$ cat src/sv/rbc_pkg.sv
// ----------------------------------------------------------------------------
// rbc_pkg: shared types and codes for the reorder buffer commit core
// Holds the operation codes, entry states and the item and result structs.
// ----------------------------------------------------------------------------
package rbc_pkg;

   // Transaction modes
   localparam logic [1:0] MODE_DISPATCH = 2'd0;
   localparam logic [1:0] MODE_COMPLETE = 2'd1;
   localparam logic [1:0] MODE_COMMIT   = 2'd2;
   localparam logic [1:0] MODE_FLUSH    = 2'd3;

   // Op classes
   localparam logic [2:0] OPC_REG    = 3'd0;
   localparam logic [2:0] OPC_JUMP   = 3'd1;
   localparam logic [2:0] OPC_BRANCH = 3'd2;
   localparam logic [2:0] OPC_STB    = 3'd3;
   localparam logic [2:0] OPC_STH    = 3'd4;
   localparam logic [2:0] OPC_STW    = 3'd5;
   localparam logic [2:0] OPC_RET    = 3'd6;

   // Entry states
   localparam logic [1:0] ST_WAIT  = 2'd0;
   localparam logic [1:0] ST_READY = 2'd1;
   localparam logic [1:0] ST_BUSY  = 2'd2;

   localparam int REQ_BYTES = 14;
   localparam int RSP_BYTES = 19;

   typedef struct packed {
      logic [31:0] value_two;
      logic [31:0] value_one;
      logic [4:0]  entry_tag;
      logic        predicted_taken;
      logic [31:0] inst_pc;
      logic [4:0]  dest_reg;
      logic [2:0]  op_class;
      logic [1:0]  mode;
   } item_type;

   typedef struct packed {
      logic [4:0]  status_flags;
      logic [1:0]  store_size;
      logic [31:0] store_data;
      logic [31:0] store_addr;
      logic        store_valid;
      logic        mispredicted;
      logic [31:0] redirect_pc;
      logic        redirect_valid;
      logic [4:0]  slot_tag;
      logic [31:0] write_value;
      logic [4:0]  write_reg;
      logic        reg_write_valid;
   } result_type;

endpackage

$ cat src/sv/rbc_ram.sv
// ----------------------------------------------------------------------------
// rbc_ram: generic single-port-write, single-port-read RAM
// One write and one registered read per cycle.
// ----------------------------------------------------------------------------
module rbc_ram #(
   parameter int WIDTH = 8,
   parameter int DEPTH = 16
) (
   input  logic                     clock,
   input  logic                     wr_en,
   input  logic [$clog2(DEPTH)-1:0] wr_addr,
   input  logic [WIDTH-1:0]         wr_data,
   input  logic [$clog2(DEPTH)-1:0] rd_addr,
   output logic [WIDTH-1:0]         rd_data
);

   logic [WIDTH-1:0] mem_ff [DEPTH];

   always_ff @(posedge clock) begin
      if (wr_en) begin
         mem_ff[wr_addr] <= wr_data;
      end
      rd_data <= mem_ff[rd_addr];
   end

endmodule

$ cat src/sv/rbc_front.sv
// ----------------------------------------------------------------------------
// rbc_front: input stage with a two-entry queue
// Accepts transactions and holds them until the back end takes one.
// ----------------------------------------------------------------------------
module rbc_front
   import rbc_pkg::*;
(
   input  logic     clock,
   input  logic     reset,
   input  logic     in_valid,
   output logic     in_ready,
   input  item_type in_item,
   output logic     q_valid,
   input  logic     q_take,
   output item_type q_item
);

   item_type   slot_ff [2];
   logic       rd_ptr_ff, wr_ptr_ff;
   logic [1:0] count_ff;
   logic       push, pop;

   assign in_ready = (count_ff != 2'd2);
   assign push     = in_valid && in_ready;
   assign q_valid  = (count_ff != 2'd0);
   assign pop      = q_valid && q_take;
   assign q_item   = slot_ff[rd_ptr_ff];

   // queue pointers and storage
   always_ff @(posedge clock) begin
      if (push) begin
         slot_ff[wr_ptr_ff] <= in_item;
      end
      if (reset) begin
         rd_ptr_ff <= 1'b0;
         wr_ptr_ff <= 1'b0;
         count_ff  <= 2'd0;
      end else begin
         if (push) wr_ptr_ff <= ~wr_ptr_ff;
         if (pop)  rd_ptr_ff <= ~rd_ptr_ff;
         count_ff <= count_ff + {1'b0, push} - {1'b0, pop};
      end
   end

endmodule

$ cat src/sv/rbc_back.sv
// ----------------------------------------------------------------------------
// rbc_back: reorder buffer and predictor execution engine
// Runs one queued transaction through a small sequencer: read, then act.
// ----------------------------------------------------------------------------
module rbc_back
   import rbc_pkg::*;
#(
   parameter int ROB_DEPTH       = 32,
   parameter int HISTORY_ENTRIES = 1024,
   parameter int HISTORY_BITS    = 2
) (
   input  logic       clock,
   input  logic       reset,
   input  logic       q_valid,
   output logic       q_take,
   input  item_type   q_item,
   output logic       out_valid,
   input  logic       out_ready,
   output result_type out_result
);

   localparam int RW  = (ROB_DEPTH > 1) ? $clog2(ROB_DEPTH) : 1;
   localparam int OW  = $clog2(ROB_DEPTH + 1);
   localparam int HW  = $clog2(HISTORY_ENTRIES);
   localparam int CW  = HW + HISTORY_BITS;
   localparam int CNT = HISTORY_ENTRIES << HISTORY_BITS;
   localparam int CLR = (CW > HW) ? CW : HW;

   typedef enum logic [2:0] {S_CLEAR, S_IDLE, S_READ, S_TRAIN, S_OUT} state_type;

   state_type      state_ff;
   item_type       item_ff;
   logic [RW-1:0]  head_ff, tail_ff;
   logic [OW-1:0]  occ_ff;
   logic [1:0]     cd_ff;
   logic           fin_ff, jmp_ff, brs_ff;
   logic [CLR:0]   clr_ff;
   result_type     res_ff;
   logic           res_vld_ff;

   // entry memories
   logic           info_we, pc_we, val_we;
   logic [RW-1:0]  info_wa, info_ra;
   logic [10:0]    info_wd, info_rd;
   logic [31:0]    pc_rd, v1_rd, v2_rd;
   logic [RW-1:0]  val_wa;
   logic [31:0]    v1_wd, v2_wd;

   // predictor memories
   logic                    hist_we, ctr_we;
   logic [HW-1:0]           hist_wa, hist_ra;
   logic [HISTORY_BITS-1:0] hist_wd, hist_rd;
   logic [CW-1:0]           ctr_wa, ctr_ra;
   logic [1:0]              ctr_wd, ctr_rd;
   logic                    taken_ff;
   logic [HW-1:0]           hidx_ff;

   rbc_ram #(.WIDTH(11), .DEPTH(ROB_DEPTH)) u_info (
      .clock, .wr_en(info_we), .wr_addr(info_wa), .wr_data(info_wd),
      .rd_addr(info_ra), .rd_data(info_rd));
   rbc_ram #(.WIDTH(32), .DEPTH(ROB_DEPTH)) u_pc (
      .clock, .wr_en(pc_we), .wr_addr(tail_ff), .wr_data(item_ff.inst_pc),
      .rd_addr(head_ff), .rd_data(pc_rd));
   rbc_ram #(.WIDTH(32), .DEPTH(ROB_DEPTH)) u_v1 (
      .clock, .wr_en(val_we), .wr_addr(val_wa), .wr_data(v1_wd),
      .rd_addr(head_ff), .rd_data(v1_rd));
   rbc_ram #(.WIDTH(32), .DEPTH(ROB_DEPTH)) u_v2 (
      .clock, .wr_en(val_we), .wr_addr(val_wa), .wr_data(v2_wd),
      .rd_addr(head_ff), .rd_data(v2_rd));
   rbc_ram #(.WIDTH(HISTORY_BITS), .DEPTH(HISTORY_ENTRIES)) u_hist (
      .clock, .wr_en(hist_we), .wr_addr(hist_wa), .wr_data(hist_wd),
      .rd_addr(hist_ra), .rd_data(hist_rd));
   rbc_ram #(.WIDTH(2), .DEPTH(CNT)) u_ctr (
      .clock, .wr_en(ctr_we), .wr_addr(ctr_wa), .wr_data(ctr_wd),
      .rd_addr(ctr_ra), .rd_data(ctr_rd));

   // decoded views of the current transaction
   logic [RW-1:0] tag_idx;
   logic          tag_ok, occupied, full;
   logic [RW-1:0] tag_dist;
   logic [2:0]    cls;
   logic [1:0]    est;
   logic          taken, is_store;
   logic          commit_branch;
   result_type    res_in;

   assign tag_idx  = RW'(item_ff.entry_tag);
   assign tag_ok   = ({27'd0, item_ff.entry_tag} < ROB_DEPTH);
   // distance from head, wrapping around the buffer
   assign tag_dist = (tag_idx >= head_ff) ? tag_idx - head_ff
                                          : tag_idx + RW'(ROB_DEPTH) - head_ff;
   assign occupied = ({{(32-RW){1'b0}}, tag_dist} < {{(32-OW){1'b0}}, occ_ff});
   assign full     = (occ_ff == OW'(ROB_DEPTH));
   assign cls      = info_rd[2:0];
   assign est      = info_rd[10:9];
   assign taken    = (v1_rd != 32'd0);
   assign is_store = (cls == OPC_STB) || (cls == OPC_STH) || (cls == OPC_STW);
   assign commit_branch = (item_ff.mode == MODE_COMMIT) && (occ_ff != '0) &&
                          (est == ST_READY) && (cls == OPC_BRANCH);

   assign q_take    = (state_ff == S_IDLE) && !res_vld_ff;
   assign out_valid = res_vld_ff;
   assign out_result = res_ff;

   function automatic logic [RW-1:0] next_idx(input logic [RW-1:0] v);
      next_idx = (v == RW'(ROB_DEPTH - 1)) ? '0 : v + 1'b1;
   endfunction

   // memory port control
   always_comb begin
      info_we = 1'b0; info_wa = tail_ff; info_wd = '0;
      info_ra = head_ff;
      pc_we = 1'b0; val_we = 1'b0; val_wa = tail_ff;
      v1_wd = '0; v2_wd = '0;
      hist_we = 1'b0; hist_wa = hidx_ff; hist_wd = '0;
      hist_ra = hidx_ff;
      ctr_we = 1'b0; ctr_wa = {hidx_ff, hist_rd}; ctr_wd = '0;
      ctr_ra = {hidx_ff, hist_rd};
      if (state_ff == S_CLEAR) begin
         hist_we = !clr_ff[CLR]; hist_wa = clr_ff[HW-1:0];
         ctr_we  = !clr_ff[CLR]; ctr_wa  = clr_ff[CW-1:0];
      end else if (state_ff == S_IDLE) begin
         info_ra = (q_item.mode == MODE_COMPLETE) ? RW'(q_item.entry_tag) : head_ff;
         // history of the head entry's pc, ready for a branch commit
         hist_ra = pc_rd[HW-1:0];
      end else if (state_ff == S_READ) begin
         info_ra = (item_ff.mode == MODE_COMPLETE) ? tag_idx : head_ff;
         unique case (item_ff.mode)
            MODE_DISPATCH: begin
               if (!full) begin
                  info_we = 1'b1;
                  info_wd = {ST_WAIT, item_ff.predicted_taken, item_ff.dest_reg,
                             item_ff.op_class};
                  pc_we = 1'b1; val_we = 1'b1;
               end
            end
            MODE_COMPLETE: begin
               if (tag_ok && occupied && est != ST_BUSY) begin
                  info_we = 1'b1; info_wa = tag_idx;
                  info_wd = {ST_READY, info_rd[8:0]};
                  val_we = 1'b1; val_wa = tag_idx;
                  v1_wd = item_ff.value_one; v2_wd = item_ff.value_two;
               end
            end
            MODE_COMMIT: begin
               if (occ_ff != '0 && est == ST_READY && is_store) begin
                  info_we = 1'b1; info_wa = head_ff;
                  info_wd = {ST_BUSY, info_rd[8:0]};
               end
            end
            default: ;
         endcase
      end else if (state_ff == S_TRAIN) begin
         ctr_we = 1'b1;
         if (taken_ff) ctr_wd = (ctr_rd == 2'd3) ? 2'd3 : ctr_rd + 2'd1;
         else          ctr_wd = (ctr_rd == 2'd0) ? 2'd0 : ctr_rd - 2'd1;
         hist_we = 1'b1;
         hist_wd = HISTORY_BITS'({hist_rd, taken_ff});
      end
   end

   // response fields of the current transaction
   always_comb begin
      res_in = '0;
      case (item_ff.mode)
         MODE_DISPATCH: begin
            if (full) res_in.status_flags[4] = 1'b1;
            else      res_in.slot_tag = 5'(tail_ff);
         end
         MODE_COMMIT: begin
            if (occ_ff != '0 && est == ST_READY) begin
               if (cls == OPC_BRANCH) begin
                  if (taken != info_rd[8]) begin
                     res_in.redirect_valid = 1'b1;
                     res_in.redirect_pc    = taken ? v2_rd : pc_rd + 32'd4;
                     res_in.mispredicted   = 1'b1;
                  end
                  res_in.slot_tag = 5'(head_ff);
               end else if (cls == OPC_RET) begin
                  res_in.slot_tag = 5'(head_ff);
               end else if (!is_store) begin
                  res_in.reg_write_valid = 1'b1;
                  res_in.write_reg       = info_rd[7:3];
                  res_in.write_value     = v1_rd;
                  res_in.slot_tag        = 5'(head_ff);
                  if (cls == OPC_JUMP) begin
                     res_in.redirect_valid = 1'b1;
                     res_in.redirect_pc    = v2_rd;
                  end
               end
            end else if (occ_ff != '0 && est == ST_BUSY && cd_ff == 2'd0) begin
               res_in.store_valid = 1'b1;
               res_in.store_addr  = v2_rd;
               res_in.store_data  = v1_rd;
               res_in.store_size  = is_store ? cls[1:0] - 2'd3 : 2'd2;
               res_in.slot_tag    = 5'(head_ff);
            end
         end
         default: ;
      endcase
   end

   // sequencer
   always_ff @(posedge clock) begin
      if (reset) begin
         state_ff   <= S_CLEAR;
         head_ff    <= '0;
         tail_ff    <= '0;
         occ_ff     <= '0;
         cd_ff      <= '0;
         fin_ff     <= 1'b0;
         jmp_ff     <= 1'b0;
         brs_ff     <= 1'b0;
         clr_ff     <= '0;
         res_vld_ff <= 1'b0;
      end else begin
         if (res_vld_ff && out_ready) res_vld_ff <= 1'b0;
         unique case (state_ff)
            S_CLEAR: begin
               clr_ff <= clr_ff + 1'b1;
               if (clr_ff[CLR]) state_ff <= S_IDLE;
            end
            S_IDLE: begin
               if (q_valid && q_take) begin
                  item_ff  <= q_item;
                  hidx_ff  <= pc_rd[HW-1:0];
                  state_ff <= S_READ;
               end
            end
            S_READ: begin
               res_ff   <= res_in;
               state_ff <= commit_branch ? S_TRAIN : S_OUT;
               unique case (item_ff.mode)
                  MODE_DISPATCH: begin
                     if (!full) begin
                        tail_ff <= next_idx(tail_ff);
                        occ_ff  <= occ_ff + 1'b1;
                        if (item_ff.op_class == OPC_BRANCH) brs_ff <= 1'b1;
                        else if (item_ff.op_class == OPC_JUMP) jmp_ff <= 1'b1;
                     end
                  end
                  MODE_COMPLETE: ;
                  MODE_COMMIT: begin
                     if (occ_ff != '0 && est == ST_READY) begin
                        if (cls == OPC_BRANCH) begin
                           taken_ff <= taken;
                           head_ff  <= next_idx(head_ff);
                           occ_ff   <= occ_ff - 1'b1;
                        end else if (is_store) begin
                           cd_ff <= 2'd2;
                        end else if (cls == OPC_RET) begin
                           fin_ff  <= 1'b1;
                           head_ff <= next_idx(head_ff);
                           occ_ff  <= occ_ff - 1'b1;
                        end else begin
                           if (cls == OPC_JUMP) jmp_ff <= 1'b0;
                           head_ff <= next_idx(head_ff);
                           occ_ff  <= occ_ff - 1'b1;
                        end
                     end else if (occ_ff != '0 && est == ST_BUSY) begin
                        if (cd_ff != 2'd0) begin
                           cd_ff <= cd_ff - 2'd1;
                        end else begin
                           head_ff <= next_idx(head_ff);
                           occ_ff  <= occ_ff - 1'b1;
                        end
                     end
                  end
                  default: begin
                     head_ff <= '0;
                     tail_ff <= '0;
                     occ_ff  <= '0;
                     cd_ff   <= '0;
                     fin_ff  <= 1'b0;
                     jmp_ff  <= 1'b0;
                     brs_ff  <= 1'b0;
                  end
               endcase
            end
            S_TRAIN: begin
               state_ff <= S_OUT;
            end
            S_OUT: begin
               // status reflects state after the transaction
               res_ff.status_flags[3:0] <= {brs_ff, jmp_ff, fin_ff,
                                            occ_ff == OW'(ROB_DEPTH)};
               res_vld_ff <= 1'b1;
               state_ff   <= S_IDLE;
            end
            default: state_ff <= S_IDLE;
         endcase
      end
   end

endmodule

$ cat src/sv/reorder_buffer_commit_core.sv
// ----------------------------------------------------------------------------
// reorder_buffer_commit_core: reorder buffer with local branch predictor
// Front queue accepts transactions; back end executes them in order.
// ----------------------------------------------------------------------------
// channel | direction | contents
// req     | in        | mode, op_class, dest_reg, inst_pc, ..., value_two
// rsp     | out       | write, tag, redirect, store and status fields
//
// Each transaction passes through the back end's idle, read and output states;
// a committed branch also passes through a train state, which writes back the
// predictor counter and history. After reset, a clearing pass zeroes the
// predictor tables; no transaction executes meanwhile. A two-entry front queue
// keeps req accepting while rsp is stalled, until both of its entries are filled.
// ----------------------------------------------------------------------------
module reorder_buffer_commit_core
   import rbc_pkg::*;
#(
   parameter int ROB_DEPTH       = 32,
   parameter int HISTORY_ENTRIES = 1024,
   parameter int HISTORY_BITS    = 2
) (
   input  logic                   clock,
   input  logic                   reset,
   input  logic                   req_tvalid,
   output logic                   req_tready,
   // mode, op_class, dest_reg, inst_pc, predicted_taken, entry_tag,
   // value_one, value_two (low to high), zero filled
   input  logic [REQ_BYTES*8-1:0] req_tdata,
   output logic                   rsp_tvalid,
   input  logic                   rsp_tready,
   // reg_write_valid, write_reg, write_value, slot_tag, redirect_valid,
   // redirect_pc, mispredicted, store_valid, store_addr, store_data,
   // store_size, status_flags (low to high), zero filled
   output logic [RSP_BYTES*8-1:0] rsp_tdata
);

   item_type   q_item;
   logic       q_valid, q_take;
   result_type res;

   rbc_front u_front (
      .clock, .reset,
      .in_valid(req_tvalid), .in_ready(req_tready),
      .in_item(req_tdata[$bits(item_type)-1:0]),
      .q_valid, .q_take, .q_item);

   rbc_back #(
      .ROB_DEPTH(ROB_DEPTH), .HISTORY_ENTRIES(HISTORY_ENTRIES),
      .HISTORY_BITS(HISTORY_BITS)
   ) u_back (
      .clock, .reset, .q_valid, .q_take, .q_item,
      .out_valid(rsp_tvalid), .out_ready(rsp_tready), .out_result(res));

   assign rsp_tdata = {{(RSP_BYTES*8-$bits(result_type)){1'b0}}, res};

endmodule
$ cat config.mk
export PLATFORM = sky130hd
export DESIGN_NAME = reorder_buffer_commit_core
export DESIGN_NICKNAME = d
export VERILOG_FILES = /design/src/sv/rbc_pkg.sv /design/src/sv/rbc_ram.sv /design/src/sv/rbc_front.sv /design/src/sv/rbc_back.sv /design/src/sv/reorder_buffer_commit_core.sv
export SDC_FILE = /design/constraint.sdc
export NUM_CORES = 2
export LEC_CHECK = 0
export BUFFER_PORTS_ARGS = -buffer_cell sky130_fd_sc_hd__buf_2
export CORE_MARGIN = 8
export CORE_UTILIZATION = 42
export DETAILED_ROUTE_END_ITERATION = 10
export GPL_TIMING_DRIVEN = 0
export HOLD_SLACK_MARGIN = 0.15
export SKIP_LAST_GASP = 1
export SLEW_MARGIN = 40
export SYNTH_ARGS = -nofsm -noshare
export SYNTH_HDL_FRONTEND = slang
export SYNTH_SLANG_ARGS = --single-unit
$ cat constraint.sdc
create_clock -name clock -period 32.7 [get_ports clock]
set_input_delay 1.635 -clock clock [delete_from_list [all_inputs] [get_ports clock]]
set_output_delay 1.635 -clock clock [all_outputs]
set_load 0.02 [all_outputs]
==> flow_summary.yaml <==
status:
  status: "complete, no violations"
detailed_routing:
  postRouteWirelength_mm: 415
  routedWlPerCell_um: 31.2
  drcViolationCount: 0
  drt_iter0_drc: 9657
  via_per_inst: 5.70
  ant_nets: 0
  dr.pass1.iters: 7
  vias: 75699
die:
  rows: 222
  start_util_pct: 42.1
  io_pins: 270
  dieHeight_um: 620
  die_area_mm2: 0.385
  die_w_um: 620
  core_mm2: 0.365
pwr:
  clockPowerShare_pct: 45.3
  p_int_mw: 8.40
  seqPwrFrac_pct: 54.1
  power_frac_comb_pct: 0.6
  p_leak_nw: 52.5
  switching_share_pct: 19.5
  power_switching_mw: 2.04
  vdd_ir_drop_max_mv: 0.0483
  p_per_area_mw_per_mm2: 57.2
yosys:
  synth_top_family_by_area: "multiplexers"
  synthAdderAreaFrac_pct: 0.287
  synth.area.top_cells: "edfxtp_1 77%, mux4_2 14%, dfxtp_1 2.0%, mux2_2 1.5%, mux2i_1 1.2%"
  yosys_warnings: 0
  async_reset_ff_share_pct: 0
  synth-compound-area-share_pct: 1.06
  syn_area_per_cell_um2: 22.9
  synthesis.area_mm2: 0.153
  synth_ff_type: "edfxtp_1"
  synth_top_cell_area_share_pct: 76.5
  synth-simple-area-share_pct: 2.17
  muxShareOfSynthArea_pct: 16.8
  yosysTopAreaCell: "edfxtp_1"
  synthXorXnorAreaFrac_pct: 0.268
  synth_edf_count: 3909
  yosysSeqAreaShare_pct: 78.5
  ys_types: 70
  synth_cells: 6712
  synth_seq_cells: 4059
layout:
  area_delta_synth_final_pct: 18.9
  fin_util_pct: 50.0
  final_cell_area_mm2: 0.182
  drive_gt1_share_pct: 37.9
  finalNonFillerCells: 13291
  layout.nets: 8249
grt:
  top_usage_layer: "met2"
  grt_antenna_before_repair: 40
  met3_usage_pct: 4.16
  grt_pass1_vias: 76680
  use_met2_pct: 34.3
  grt_max_degree: 40
  grtUsageMet1_pct: 28.8
  grtUsageTotal_pct: 21.1
  overflow: 0
  grt_pass1_wl_mm: 577
cts:
  clockBufferDepth: 4
  cts_setup_buffers: 0
  cts_root_buffer: "clkbuf_16"
  worstSkewPairLatency_ns: 0.97
  cts_sinks: 4059
  cts_buffers: 418
  tritoncts: "done"
  ctsResizeCount: 0
  cts_hold_buf: 0
  cts.htree.levels: 5
  clk_pin_slew_ns: 0.06
worst_hold_path:
  hold_path_depth: 2
  hp-start: "u_back.cd_ff[1]"
  hold_class: "reg2reg"
  holdPathEnd: "u_back.cd_ff[1]"
setup_path:
  critical_path.max_fanout: 10
  cp-end-kind: "flop"
  r2r_setup_slack_ns: 24.84
  reg2reg_to: "u_back.u_v2.mem_ff[20][17]"
  crit_arrival_ns: 8.52
  r2r-start: "u_back.head_ff[2]"
  r2r.worst_path.cells: 23
  startpoint_type: "flop"
  worstPathRequired_ns: 33.36
  crit_type: "reg2reg"
flow_run:
  timing.max_cap.violations: 0
sta:
  slew_viol_final: 0
  fmax_mhz: 127
  hold_viol: 0
  setup_viol: 0
  setup-tns-final_ns: 0
  relSlewSlack_pct: 32.8
  layout_min_cycle_time_ns: 7.86
  fin_crit_sh_pct: 24.0
  rsz0062_at_grt: "no"
  worstMarginPinSlew_ns: 1.00
  fin_skew_ns: 0.0498
place:
  io_buffers: 265
  place_area_mm2: 0.168
  place_congestion: 0.833
  dp_hpwl_mm: 298
  place_inst: 12463
[per-stage QoR]
step / hold slack (ns) / total power [mW] / worst slack (ns)
detailed placement: 0.456 / 5.83 / 24.81
global placement: 0.448 / 5.82 / 5.52
finish: 0.468 / 10.4 / 24.84
floorplan: 0.432 / 5.79 / 19.33
global route: 0.491 / 10.7 / 24.45
CTS: 0.464 / 10.5 / 24.82
[area by class of cell]
class	count	area (um2)
fillers	28771	182000
flip-flops and latches	4059	120000
multi-input cells	2289	32500
clock buffers	529	11300
repair buffers	965	8080
well taps	4816	6030
clock inverters	249	2390
plain buffers	338	1660
inverters	28	105
diodes	18	45.0
[cells in the final DEF, fill, tap and decap left out, drive strengths merged, types with 47 or more instances in the layout]
cell and n:
edfxtp 3909, mux2 210, dfxtp 150, inv 47
buf 1079, mux2i 178, clkbuf 751, nand2 80
nor3 73, clkinv 176, o22ai 84, mux4 960
nor2 117, and2 172
[flip-flops by register name, summed over array words and instances (netlist names), 2 cells and up, named ones only]
signal / count
u_back.u_info.mem_ff: 352
u_back.out_result: 149
u_front.count_ff: 2
u_front.slot_ff: 224
u_back.u_pc.mem_ff: 1024
u_back.state_ff: 3
u_back.u_v1.rd_data: 32
u_back.u_v2.rd_data: 32
u_back.u_info.rd_data: 11
u_back.u_v2.mem_ff: 1024
u_back.u_v1.mem_ff: 1024
u_back.cd_ff: 2
u_back.head_ff: 5
u_back.item_ff: 107
u_back.tail_ff: 5
u_back.clr_ff: 13
u_back.u_pc.rd_data: 32
u_back.tag_idx: 5
u_back.occ_ff: 6
[cell usage after synthesis (all sizes together) (16+ instances only)]
cell    count
mux2      210
xnor2      21
xor2       26
or3        16
mux4      960
o22ai      84
clkbuf    220
nand3      29
dfxtp     150
a22o       26
nand2      80
nor2      117
nor4       37
buf       118
and2      172
ha         32
nor3       73
nand4      21
inv        28
edfxtp   3909
a21oi      46
mux2i     178
o21ai      17
[routing by layer]
layer  up-vias  routed length (um)
met4         6               14700
met5         -                  34
met3       630               34600
met2      3403              200000
li1      31137                   -
met1     40523              166000
[power groups by stage]
stage | sequential [mW] | combinational, mW | clock (mW)
floorplan | 5.77 | 0.0241 | 0
global placement | 5.77 | 0.0518 | 0
detailed placement | 5.76 | 0.0644 | 0
CTS | 5.65 | 0.0648 | 4.81
global route | 5.65 | 0.0670 | 5.00
finish | 5.65 | 0.0622 | 4.73
[cell families after synthesis]
| group | Yosys count |
|---|---|
| DFF | 4059 |
| muxes | 1348 |
| and+or+nand+nor | 618 |
| buffers and inverters | 366 |
| AOI/OAI and AO/OA | 239 |
| xor gates and xnor gates | 47 |
| adders and majority gates | 34 |
| other | 1 |
[worst max-delay path by stage]
stage	startpoint	endpoint	slack (ns)	depth (start not counted)
floorplan	reset	u_back.item_ff[0]	19.33	2
global placement	reset	u_back.item_ff[92]	5.52	2
detailed placement	u_back.head_ff[2]	u_back.u_v2.mem_ff[20][17]	24.81	23
CTS	u_back.head_ff[2]	u_back.u_v2.mem_ff[20][17]	24.82	23
global route	u_back.head_ff[2]	u_back.u_v2.mem_ff[20][17]	24.45	23
finish	u_back.head_ff[2]	u_back.u_v2.mem_ff[20][17]	24.84	23
[critical path, cell delays in order (launching register included)]
cell and delay [ns]:
dfxtp_1 0.31, clkbuf_2 0.25, clkbuf_2 0.52, buf_1 0.62, inv_1 0.16, ha_1 0.38, a21o_1 0.19, a21oi_1 0.18
xnor2_1 0.16, ha_1 0.28, a21oi_1 0.17, a21oi_1 0.25, nor3_1 0.37, clkbuf_1 0.52, mux2i_1 0.44, nand3_1 0.50
nor3_2 0.52, buf_4 0.25, buf_4 0.19, buf_2 0.24, buf_2 0.27, buf_2 0.26, buf_2 0.26, buf_2 0.24
Note: power is estimated with default switching activity, not from simulation.
